--- src/hdl/separable_gaussian_blur_core_assert.svh ---
// Assertion macros for the separable blur core.
// Included by the RTL file that carries concurrent checks; needs nothing else.
`ifndef SEPARABLE_GAUSSIAN_BLUR_CORE_ASSERT_SVH
`define SEPARABLE_GAUSSIAN_BLUR_CORE_ASSERT_SVH

// same-cycle implication
`define SGB_ASSERT_NOW(label, clk, rst, ante, cons, msg) \
   label: assert property (@(posedge clk) disable iff (rst) (ante) |-> (cons)) else $error(msg);

// next-cycle implication
`define SGB_ASSERT_NEXT(label, clk, rst, ante, cons, msg) \
   label: assert property (@(posedge clk) disable iff (rst) (ante) |=> (cons)) else $error(msg);

`endif

--- src/hdl/sgb_pkg.sv ---
// Shared constants, register indexes and structs of the separable blur core.
// No dependencies.
package sgb_pkg;

   localparam int PIX_W    = 8;
   localparam int CHANNELS = 3;
   localparam int RGB_W    = CHANNELS * PIX_W;
   localparam int PIX_MAX  = 255;

   localparam int WEIGHT_W = 17;
   localparam int FRAC_W   = 16;
   localparam int ACC_W    = 28;
   localparam logic [WEIGHT_W-1:0] WEIGHT_ONE = WEIGHT_W'(65536);
   localparam int NUM_WEIGHTS = 5;
   localparam int WSEL_W      = 3;

   localparam int COORD_W    = 10;
   localparam int MAX_HEIGHT = 1024;
   localparam int DIM_RESET  = 1024;
   localparam int CFG_DIM_W  = 11;
   localparam int RADIUS_W   = 3;

   localparam int DEF_MAX_RADIUS = 4;
   localparam int DEF_MAX_WIDTH  = 1024;

   localparam int CSR_INDEX_W = 4;
   localparam int CSR_DATA_W  = 17;

   localparam logic [CSR_INDEX_W-1:0] CSR_IMAGE_WIDTH  = 4'd0;
   localparam logic [CSR_INDEX_W-1:0] CSR_IMAGE_HEIGHT = 4'd1;
   localparam logic [CSR_INDEX_W-1:0] CSR_BLUR_RADIUS  = 4'd2;
   localparam logic [CSR_INDEX_W-1:0] CSR_WEIGHT_0     = 4'd3;
   localparam logic [CSR_INDEX_W-1:0] CSR_WEIGHT_1     = 4'd4;
   localparam logic [CSR_INDEX_W-1:0] CSR_WEIGHT_2     = 4'd5;
   localparam logic [CSR_INDEX_W-1:0] CSR_WEIGHT_3     = 4'd6;
   localparam logic [CSR_INDEX_W-1:0] CSR_WEIGHT_4     = 4'd7;

   typedef struct packed {
      logic                valid;
      logic                first;
      logic                last;
      logic [WEIGHT_W-1:0] weight;
      logic [RGB_W-1:0]    pixel;
   } mac_in_type;

   typedef struct packed {
      logic             done;
      logic [RGB_W-1:0] pixel;
   } mac_out_type;

endpackage

--- src/hdl/sgb_mac.sv ---
// Three-channel multiply-accumulate with round-half-up and 8-bit saturation.
// Depends on sgb_pkg.
module sgb_mac (
   input  logic                 clock,
   input  logic                 reset,
   input  sgb_pkg::mac_in_type  mac_in,
   output sgb_pkg::mac_out_type mac_out
);
   import sgb_pkg::*;

   localparam int PROD_W = WEIGHT_W + PIX_W;
   localparam logic [ACC_W:0] HALF = (ACC_W + 1)'(1 << (FRAC_W - 1));

   function automatic logic [PIX_W-1:0] round_sat(input logic [ACC_W-1:0] acc);
      logic [ACC_W:0]        sum;
      logic [ACC_W-FRAC_W:0] q;
      sum = {1'b0, acc} + HALF;
      q = sum[ACC_W:FRAC_W];
      round_sat = (q > (ACC_W - FRAC_W + 1)'(PIX_MAX)) ? PIX_W'(PIX_MAX) : q[PIX_W-1:0];
   endfunction

   logic [PROD_W-1:0] prod_ff [CHANNELS];
   logic [PROD_W-1:0] prod_in [CHANNELS];
   logic [ACC_W-1:0]  acc_ff  [CHANNELS];
   logic [ACC_W-1:0]  acc_in  [CHANNELS];
   logic              p_valid_ff;
   logic              p_first_ff;
   logic              p_last_ff;
   logic              done_ff;

   always_comb begin
      for (int ch = 0; ch < CHANNELS; ch++) begin
         prod_in[ch] = PROD_W'(mac_in.weight) * PROD_W'(mac_in.pixel[ch*PIX_W +: PIX_W]);
         acc_in[ch]  = p_first_ff ? ACC_W'(prod_ff[ch]) : acc_ff[ch] + ACC_W'(prod_ff[ch]);
      end
   end

   always_ff @(posedge clock) begin
      if (reset) begin
         p_valid_ff <= 1'b0;
         done_ff    <= 1'b0;
      end else begin
         p_valid_ff <= mac_in.valid;
         done_ff    <= p_valid_ff && p_last_ff;
      end
      p_first_ff <= mac_in.first;
      p_last_ff  <= mac_in.last;
      prod_ff    <= prod_in;
      if (p_valid_ff) begin
         acc_ff <= acc_in;
      end
   end

   always_comb begin
      mac_out.done = done_ff;
      for (int ch = 0; ch < CHANNELS; ch++) begin
         mac_out.pixel[ch*PIX_W +: PIX_W] = round_sat(acc_ff[ch]);
      end
   end

endmodule

--- config.mk ---
export PLATFORM = sky130hd
export DESIGN_NAME = sgb_mac
export DESIGN_NICKNAME = d
export VERILOG_FILES = /design/src/hdl/separable_gaussian_blur_core_assert.svh /design/src/hdl/sgb_pkg.sv /design/src/hdl/sgb_mac.sv
export SDC_FILE = /design/constraint.sdc
export NUM_CORES = 1
export LEC_CHECK = 0
export BUFFER_PORTS_ARGS = -buffer_cell sky130_fd_sc_hd__buf_2
export CAP_MARGIN = 20
export CORE_MARGIN = 2
export CORE_UTILIZATION = 59
export CTS_BUF_LIST = sky130_fd_sc_hd__clkbuf_8 sky130_fd_sc_hd__clkbuf_16
export CTS_CLUSTER_DIAMETER = 40
export DETAILED_ROUTE_END_ITERATION = 8
export PLACE_DENSITY = 0.79
export SLEW_MARGIN = 20
export SYNTH_ARGS = -nofsm -noshare
export SYNTH_HDL_FRONTEND = slang
export SYNTH_SLANG_ARGS = --single-unit
--- constraint.sdc ---
create_clock -name clock -period 4.4 [get_ports clock]
set_clock_uncertainty 0.05 [all_clocks]
set_input_delay 0.44 -clock clock [delete_from_list [all_inputs] [get_ports clock]]
set_output_delay 0.44 -clock clock [all_outputs]
set_load 0.01 [all_outputs]
==> run metrics, run 1 <==
cts bufs inserted=17; Worst Setup End Kind=flop; Area contributors post-synth=fa_1 (24%), ha_1 (12%), edfxtp_1 (11%), and2_1 (9.5%), dfxtp_1 (7.0%); Final Setup Violations=0; Clock Path Buffers=2; Hold Path Stages=1; most common flop cell mapped by yosys=edfxtp_1; Clock Power Share=9.1%; Final Max Slew Viols=0; Total Power=16.9 mW; I/O pin total=71; die area=39600 um2; Sink Count=163; DRT antenna net count=0; DRT iter0 DRCs=1259; Detailed Place HPWL=42.8 mm; gr ovfl total=0; first-pass GRT wire length=89.2 mm; power density over the cells=649 nW/um2; Hold/Removal Path Class=in -> reg; setup ws final=77.7 ps; Net Sw Frac=between 40% and 50%; Crit path arrival time=4650 ps; IO Port Bufs=70; Peak VDD IR=0.000371 V; TritonCTS clock tree=built; R2R Path Start=prod_ff[25]; worst slack at placement=-484 ps; reg-to-reg setup timing slack=roughly 1100 ps; Tcrit/Tclk final=98.2%; Synth Instances=2511; Syn. warnings=0; Synth cell types=81; clock slew at reported path FFs=about 70 ps; vias per cell=around 5.6; internal power=roughly 9.3 mW; worst-path fanout max=6; drc violations=0; min-delay src=mac_in[42]; WL per Instance=roughly 16 um; largest net degree at the start of global routing=83; Syn-to-layout area delta=16.0%; dpl cells=3235; status=finished clean; vias in the first global route=18800; worst rel slew slack=30.3%; top-count cell post-synth=inv_1; most frequent cells after synthesis=inv_1 (361), and2_1 (341), fa_1 (273); initial antenna violation count=6; core area=roughly 38000 um2; Crit Path Class=in -> reg; Synth Register Bits=163; asr flop ratio synth=0%; Final Hold Fails=0; R2R cell count=11; routed wire length=approximately 54 mm; fraction of layout cells with a size suffix above 1=16.0%; Hold Crit Endpoint=p_first_ff; Global Route Usage Sum=28.1%; EDFF count, synth=84; syn_nets=3043; Core Rows=71; worst hold slack=around 31 ps; Synth top area share=around 24%; Req. time, crit path=4730 ps; Tmin final=4320 ps; die width=199 um; post-synth top area cell=fa_1; Syn Area/Cell=8.94 um2; Max Freq=231 MHz; sequential area share after synthesis=~18%; clk root buf=clkbuf_16; Worst R2R End=acc_ff[54]; drt pass-1 iters=5; worst skew pair latency=460 ps; CP startpoint kind=primary input; vias post-DR=roughly 18000; final core utilization=69.3%; H-tree depth=4; RSZ-0062 raised after global routing=true; Starting Density=59.8%; part of the power in registers=16.4%; combinational share of power=~75%; layout net count=roughly 3300; actual slew at the worst max-slew pin=1040 ps; MaxCap Viol Count=0; Mapped Area=22500 um2; GPL Wtd Cong=0.908; DIE HEIGHT=199 um; P_sw=7.61 mW; leak pwr=12.4 nW; fin cells=3276
flip-flops by register name (all words and copies together), names as in the netlist:
name        flops
acc_ff         84
prod_ff        75
p_valid_ff      1
p_first_ff      1
done_ff         1
p_last_ff       1
per-layer routing:
| metal | vias up | wire length (um) | GRT usage (%) |
|---|---|---|---|
| li1 | 8726 | - | - |
| met2 | 503 | 26100 | 47.8 |
| met1 | 8977 | 23200 | 36.7 |
| met5 | - | 43 | 0 |
| met3 | 91 | 3340 | 4.79 |
| met4 | 6 | 1160 | 8.76 |
cells in the final DEF, fill, tap and decap left out, types with 14 or more instances in the layout:
cell	instances
o21ai_1	17
o31ai_1	15
o21a_1	19
ha_1	195
nor2_1	83
buf_2	49
o21ai_0	99
edfxtp_1	84
a21o_1	52
xnor2_1	79
buf_4	244
a21oi_1	104
nand2b_1	18
ha_4	15
and2_1	331
nand2_1	220
nor2b_1	18
dfxtp_1	77
and3_1	18
a31oi_1	15
nor3_1	24
nand3_1	36
xor2_1	45
o21bai_1	14
clkbuf_16	21
fa_1	266
inv_1	358
a211oi_1	23
repair_timing:
action	in CTS	in global routing
hold buffers	0	0
gates cloned	0	1
setup buffers	4	2
gates resized for setup	24	55
pin swaps	15	42
setup endpoints to repair	3	25
power groups by stage:
stage | Combinational (mW) | Clock [mW] | Sequential [mW]
after CTS | 12.2 | 1.56 | 2.74
after floorplan | 8.50 | 0 | 2.57
final | 12.6 | 1.54 | 2.77
after global routing | 14.1 | 1.62 | 2.80
after global placement | 11.6 | 0 | 2.76
after detailed placement | 12.1 | 0 | 2.77
cell type report:
type / instances / area [um2]
Timing Repair Buffer: 310 / 2290
Inverter: 362 / 1360
Clock buffer: 21 / 514
Tap cell: 511 / 639
Sequential cell: 163 / 4110
Clock inverter: 11 / 96.3
Fill cell: 2814 / 11500
Multi-Input combinational cell: 1895 / 17000
Antenna cell: 3 / 7.51
cell families after synthesis:
logic type      after synthesis  share of synthesized area (%)
simple gates                811                           19.0
fa+ha+maj                   486                           36.2
compound gates              457                           13.3
buf+inv                     453                           7.62
flops                       163                           18.3
xor+xnor                    124                           4.84
mux                          17                          0.808
worst max-delay path, cell delays in order:
cell and delay, ps:
buf_12 120, buf_12 120, buf_8 120, and2_4 130
fa_1 470, fa_1 510, fa_1 510, inv_1 50
fa_1 500, inv_2 50, ha_4 230, a21oi_2 170
nand2_1 90, o211ai_1 300, a21oi_2 130, o311ai_2 320
o21ai_1 130, a21oi_2 140, xnor2_1 130
worst max path at each step:
stage                from  cells past startpoint     endpoint
4_1_cts        mac_in[26]                     17  prod_ff[48]
3_3_place_gp   mac_in[29]                     17  prod_ff[49]
5_1_grt        mac_in[26]                     19  prod_ff[73]
6_report       mac_in[26]                     19  prod_ff[73]
2_1_floorplan  mac_in[10]                     17  prod_ff[48]
3_5_place_dp   mac_in[29]                     16  prod_ff[47]
per-stage QoR:
step,cell area [um2],setup TNS [ps]
detailed placement,25100,-11900
global placement,25100,-9480
finish,26100,0
CTS,25800,0
floorplan,22800,-174
global route,26100,-295
Note: power is estimated with default switching activity, not from simulation.
==> run 2: changes to the inputs <==
==> constraint.sdc (replaced) <==
create_clock -name clock -period 3.5 [get_ports clock]
set_clock_uncertainty 0.05 [all_clocks]
set_input_delay 0.35 -clock clock [delete_from_list [all_inputs] [get_ports clock]]
set_output_delay 0.35 -clock clock [all_outputs]
set_load 0.01 [all_outputs]
==> run 2 against run 1 <==
The flow now finishes with violations (setup timing). Critical path depth fell by 2. Global-route usage rose by 1.1 points. Wire length rose by 5.3%. Clock power rose by 26%. Non-clock buffer count rose by 60. Core utilization rose by 3.8 points. Setup slack got worse by 830 ps. Sequential cell count did not move. Worst hold slack improved by 36 ps. Power rose by 37%. Register-to-register slack got worse by 770 ps. Largest power group unchanged.
==> run metrics, run 2 (synthesis results as in run 1) <==
status=complete, but fails checks (was finished clean); failing checks=setup timing; Peak VDD IR=0.000440 V (was 0.000371 V); vias post-DR=18800 (was 18300); drt pass-1 iters=5 (unchanged); drc violations=0 (unchanged); DIE HEIGHT=199 um (unchanged); Detailed Place HPWL=42.4 mm (was 42.8 mm); largest net degree at the start of global routing=57 (was 83); clock slew at reported path FFs=70 ps (about the same); routed wire length=56.8 mm (was 53.9 mm); die area=39600 um2 (unchanged); setup ws final=-756 ps (was 77.7 ps); Global Route Usage Sum=29.2% (was 28.1%); actual slew at the worst max-slew pin=524 ps (was 1040 ps); GPL Wtd Cong=0.893 (was 0.908); Largest regs=acc_ff x84, prod_ff x75 (unchanged); fill cell count=2527 (was 2814); part of the power in registers=14.7% (was 16.4%); power density over the cells=840 nW/um2 (was 649 nW/um2); Starting Density=59.8% (unchanged); fraction of layout cells with a size suffix above 1=21.5% (was 16.0%); fin cells=3336 (was 3276); P_sw=10.4 mW (was 7.61 mW); area of the multi-input gates=17600 um2 (was 17000 um2); DRT iter0 DRCs=1077 (was 1259); worst slack at placement=-1340 ps (was -484 ps); met1 GRT Util=36.3% (was 36.7%); internal power=12.7 mW (was 9.30 mW); Worst Setup End Kind=flop (unchanged); worst rel slew slack=65.1% (was 30.3%); cts bufs inserted=17 (unchanged); layout net count=3341 (was 3281); gr ovfl total=0 (unchanged); Largest register FFs=84 (unchanged); IO Port Bufs=70 (unchanged); met2 GRT Util=51.0% (was 47.8%); leak pwr=13.0 nW (was 12.4 nW); worst skew pair latency=460 ps (about the same); RSZ-0062 raised after global routing=true (unchanged); core area=37600 um2 (unchanged); Clock Path Buffers=2 (unchanged); Final Setup Violations=47 (was 0); initial antenna violation count=4 (was 6); Hold/Removal Path Class=in -> reg (unchanged); Final Hold Fails=0 (unchanged); dpl cells=3248 (was 3235); Total Power=23.1 mW (was 16.9 mW); H-tree depth=4 (unchanged); largest register by flop count=acc_ff (unchanged); Final Max Slew Viols=0 (unchanged); Clock Power Share=8.4% (was 9.1%); busiest grt layer=met2 (unchanged); vias per cell=5.65 (was 5.59); Sink Count=163 (unchanged); Syn-to-layout area delta=22.5% (was 16.0%); most common cell after layout, fill and taps aside=inv_1 (unchanged); Max Freq=between 200 and 250 MHz; DRT antenna net count=0 (unchanged); commonest non-fill, non-tap cells in the layout=inv_1 (346), and2_1 (312), fa_1 (256) (was inv_1 (358), and2_1 (331), fa_1 (266)); worst-path fanout max=5 (was 6); vias in the first global route=19400 (was 18800); clk root buf=clkbuf_16 (unchanged); MaxCap Viol Count=0 (unchanged); combinational share of power=76.9% (was 74.5%); Net Sw Frac=45.1% (was 45.0%); TritonCTS clock tree=built (unchanged); WL per Instance=17.0 um (was 16.5 um); worst hold slack=66.8 ps (was 30.9 ps); I/O pin total=71 (unchanged); Core Rows=71 (unchanged); met3 Use GR=5.25% (was 4.79%); FF/Latch Area=4110 um2 (unchanged); first-pass GRT wire length=92.4 mm (was 89.2 mm); Req. time, crit path=3840 ps (was 4730 ps); die width=199 um (unchanged); CP startpoint kind=primary input (unchanged); Tmin final=approximately 4300 ps; Crit Path Class=in -> reg (unchanged); Fin Setup TNS=-21700 ps (was 0 ps); Tcrit/Tclk final=122%; Crit path arrival time=4600 ps (was 4650 ps)
run 2: through the flow:
stage	instance area (um2)	utilization, %
2_1_floorplan	23400	-
3_3_place_gp	25700	68.3
3_5_place_dp	25700	68.3
4_1_cts	27100	72.2
5_1_grt	27500	73.2
6_report	27500	73.2
run 2: per-layer routing:
metal	vias to the layer above	share of wire (%)
met5	-	0
met1	9271	41
met4	0	2.6
met2	592	50
met3	121	6.4
li1	8859	-
run 2: area by class of cell:
| type | instances | share of cell area (%) |
|---|---|---|
| Sequential cell | 163 | 14.9 |
| Clock buffer | 19 | 1.69 |
| Tap cell | 511 | 2.32 |
| Timing Repair Buffer | 370 | 11.5 |
| Multi-Input combinational cell | 1895 | 64.1 |
| Clock inverter | 13 | 0.491 |
| Inverter | 362 | 4.94 |
| Antenna cell | 3 | 0.0273 |
run 2: critical path: stages:
cell	delay, ps
buf_12	120
buf_6	110
and2_4	140
fa_1	510
fa_1	440
fa_1	500
inv_1	50
fa_1	500
inv_1	40
ha_2	160
or3_1	350
o22a_1	230
o41ai_4	260
o311a_1	280
o22ai_2	130
a221oi_2	260
xnor2_1	140
run 2: worst paths after layout:
path / start / to / slack, ps / cells past startpoint
max: mac_in[27] / prod_ff[48] / -760 / 17
min: mac_in[43] / p_valid_ff / 70 / 2
max reg2reg: prod_ff[25] / acc_ff[54] / 280 / 11
min reg2reg: p_last_ff / done_ff / 360 / 2
run 2: power by group through the flow:
stage / sequential [mW] / combinational (mW) / clock, mW
after detailed placement: 3.42 / 15.8 / 0
after global placement: 3.40 / 15.2 / 0
final: 3.40 / 17.8 / 1.94
after global routing: 3.45 / 19.6 / 2.04
after floorplan: 3.23 / 11.4 / 0
after CTS: 3.38 / 16.8 / 1.97
run 2: repair_timing:
action,4_1_cts,5_1_grt
hold buffers,3,0
setup endpoints to repair,48,51
gates cloned,3,1
setup buffers,36,17
hold endpoints to repair,4,0
pin swaps,105,80
resized for setup,159,63
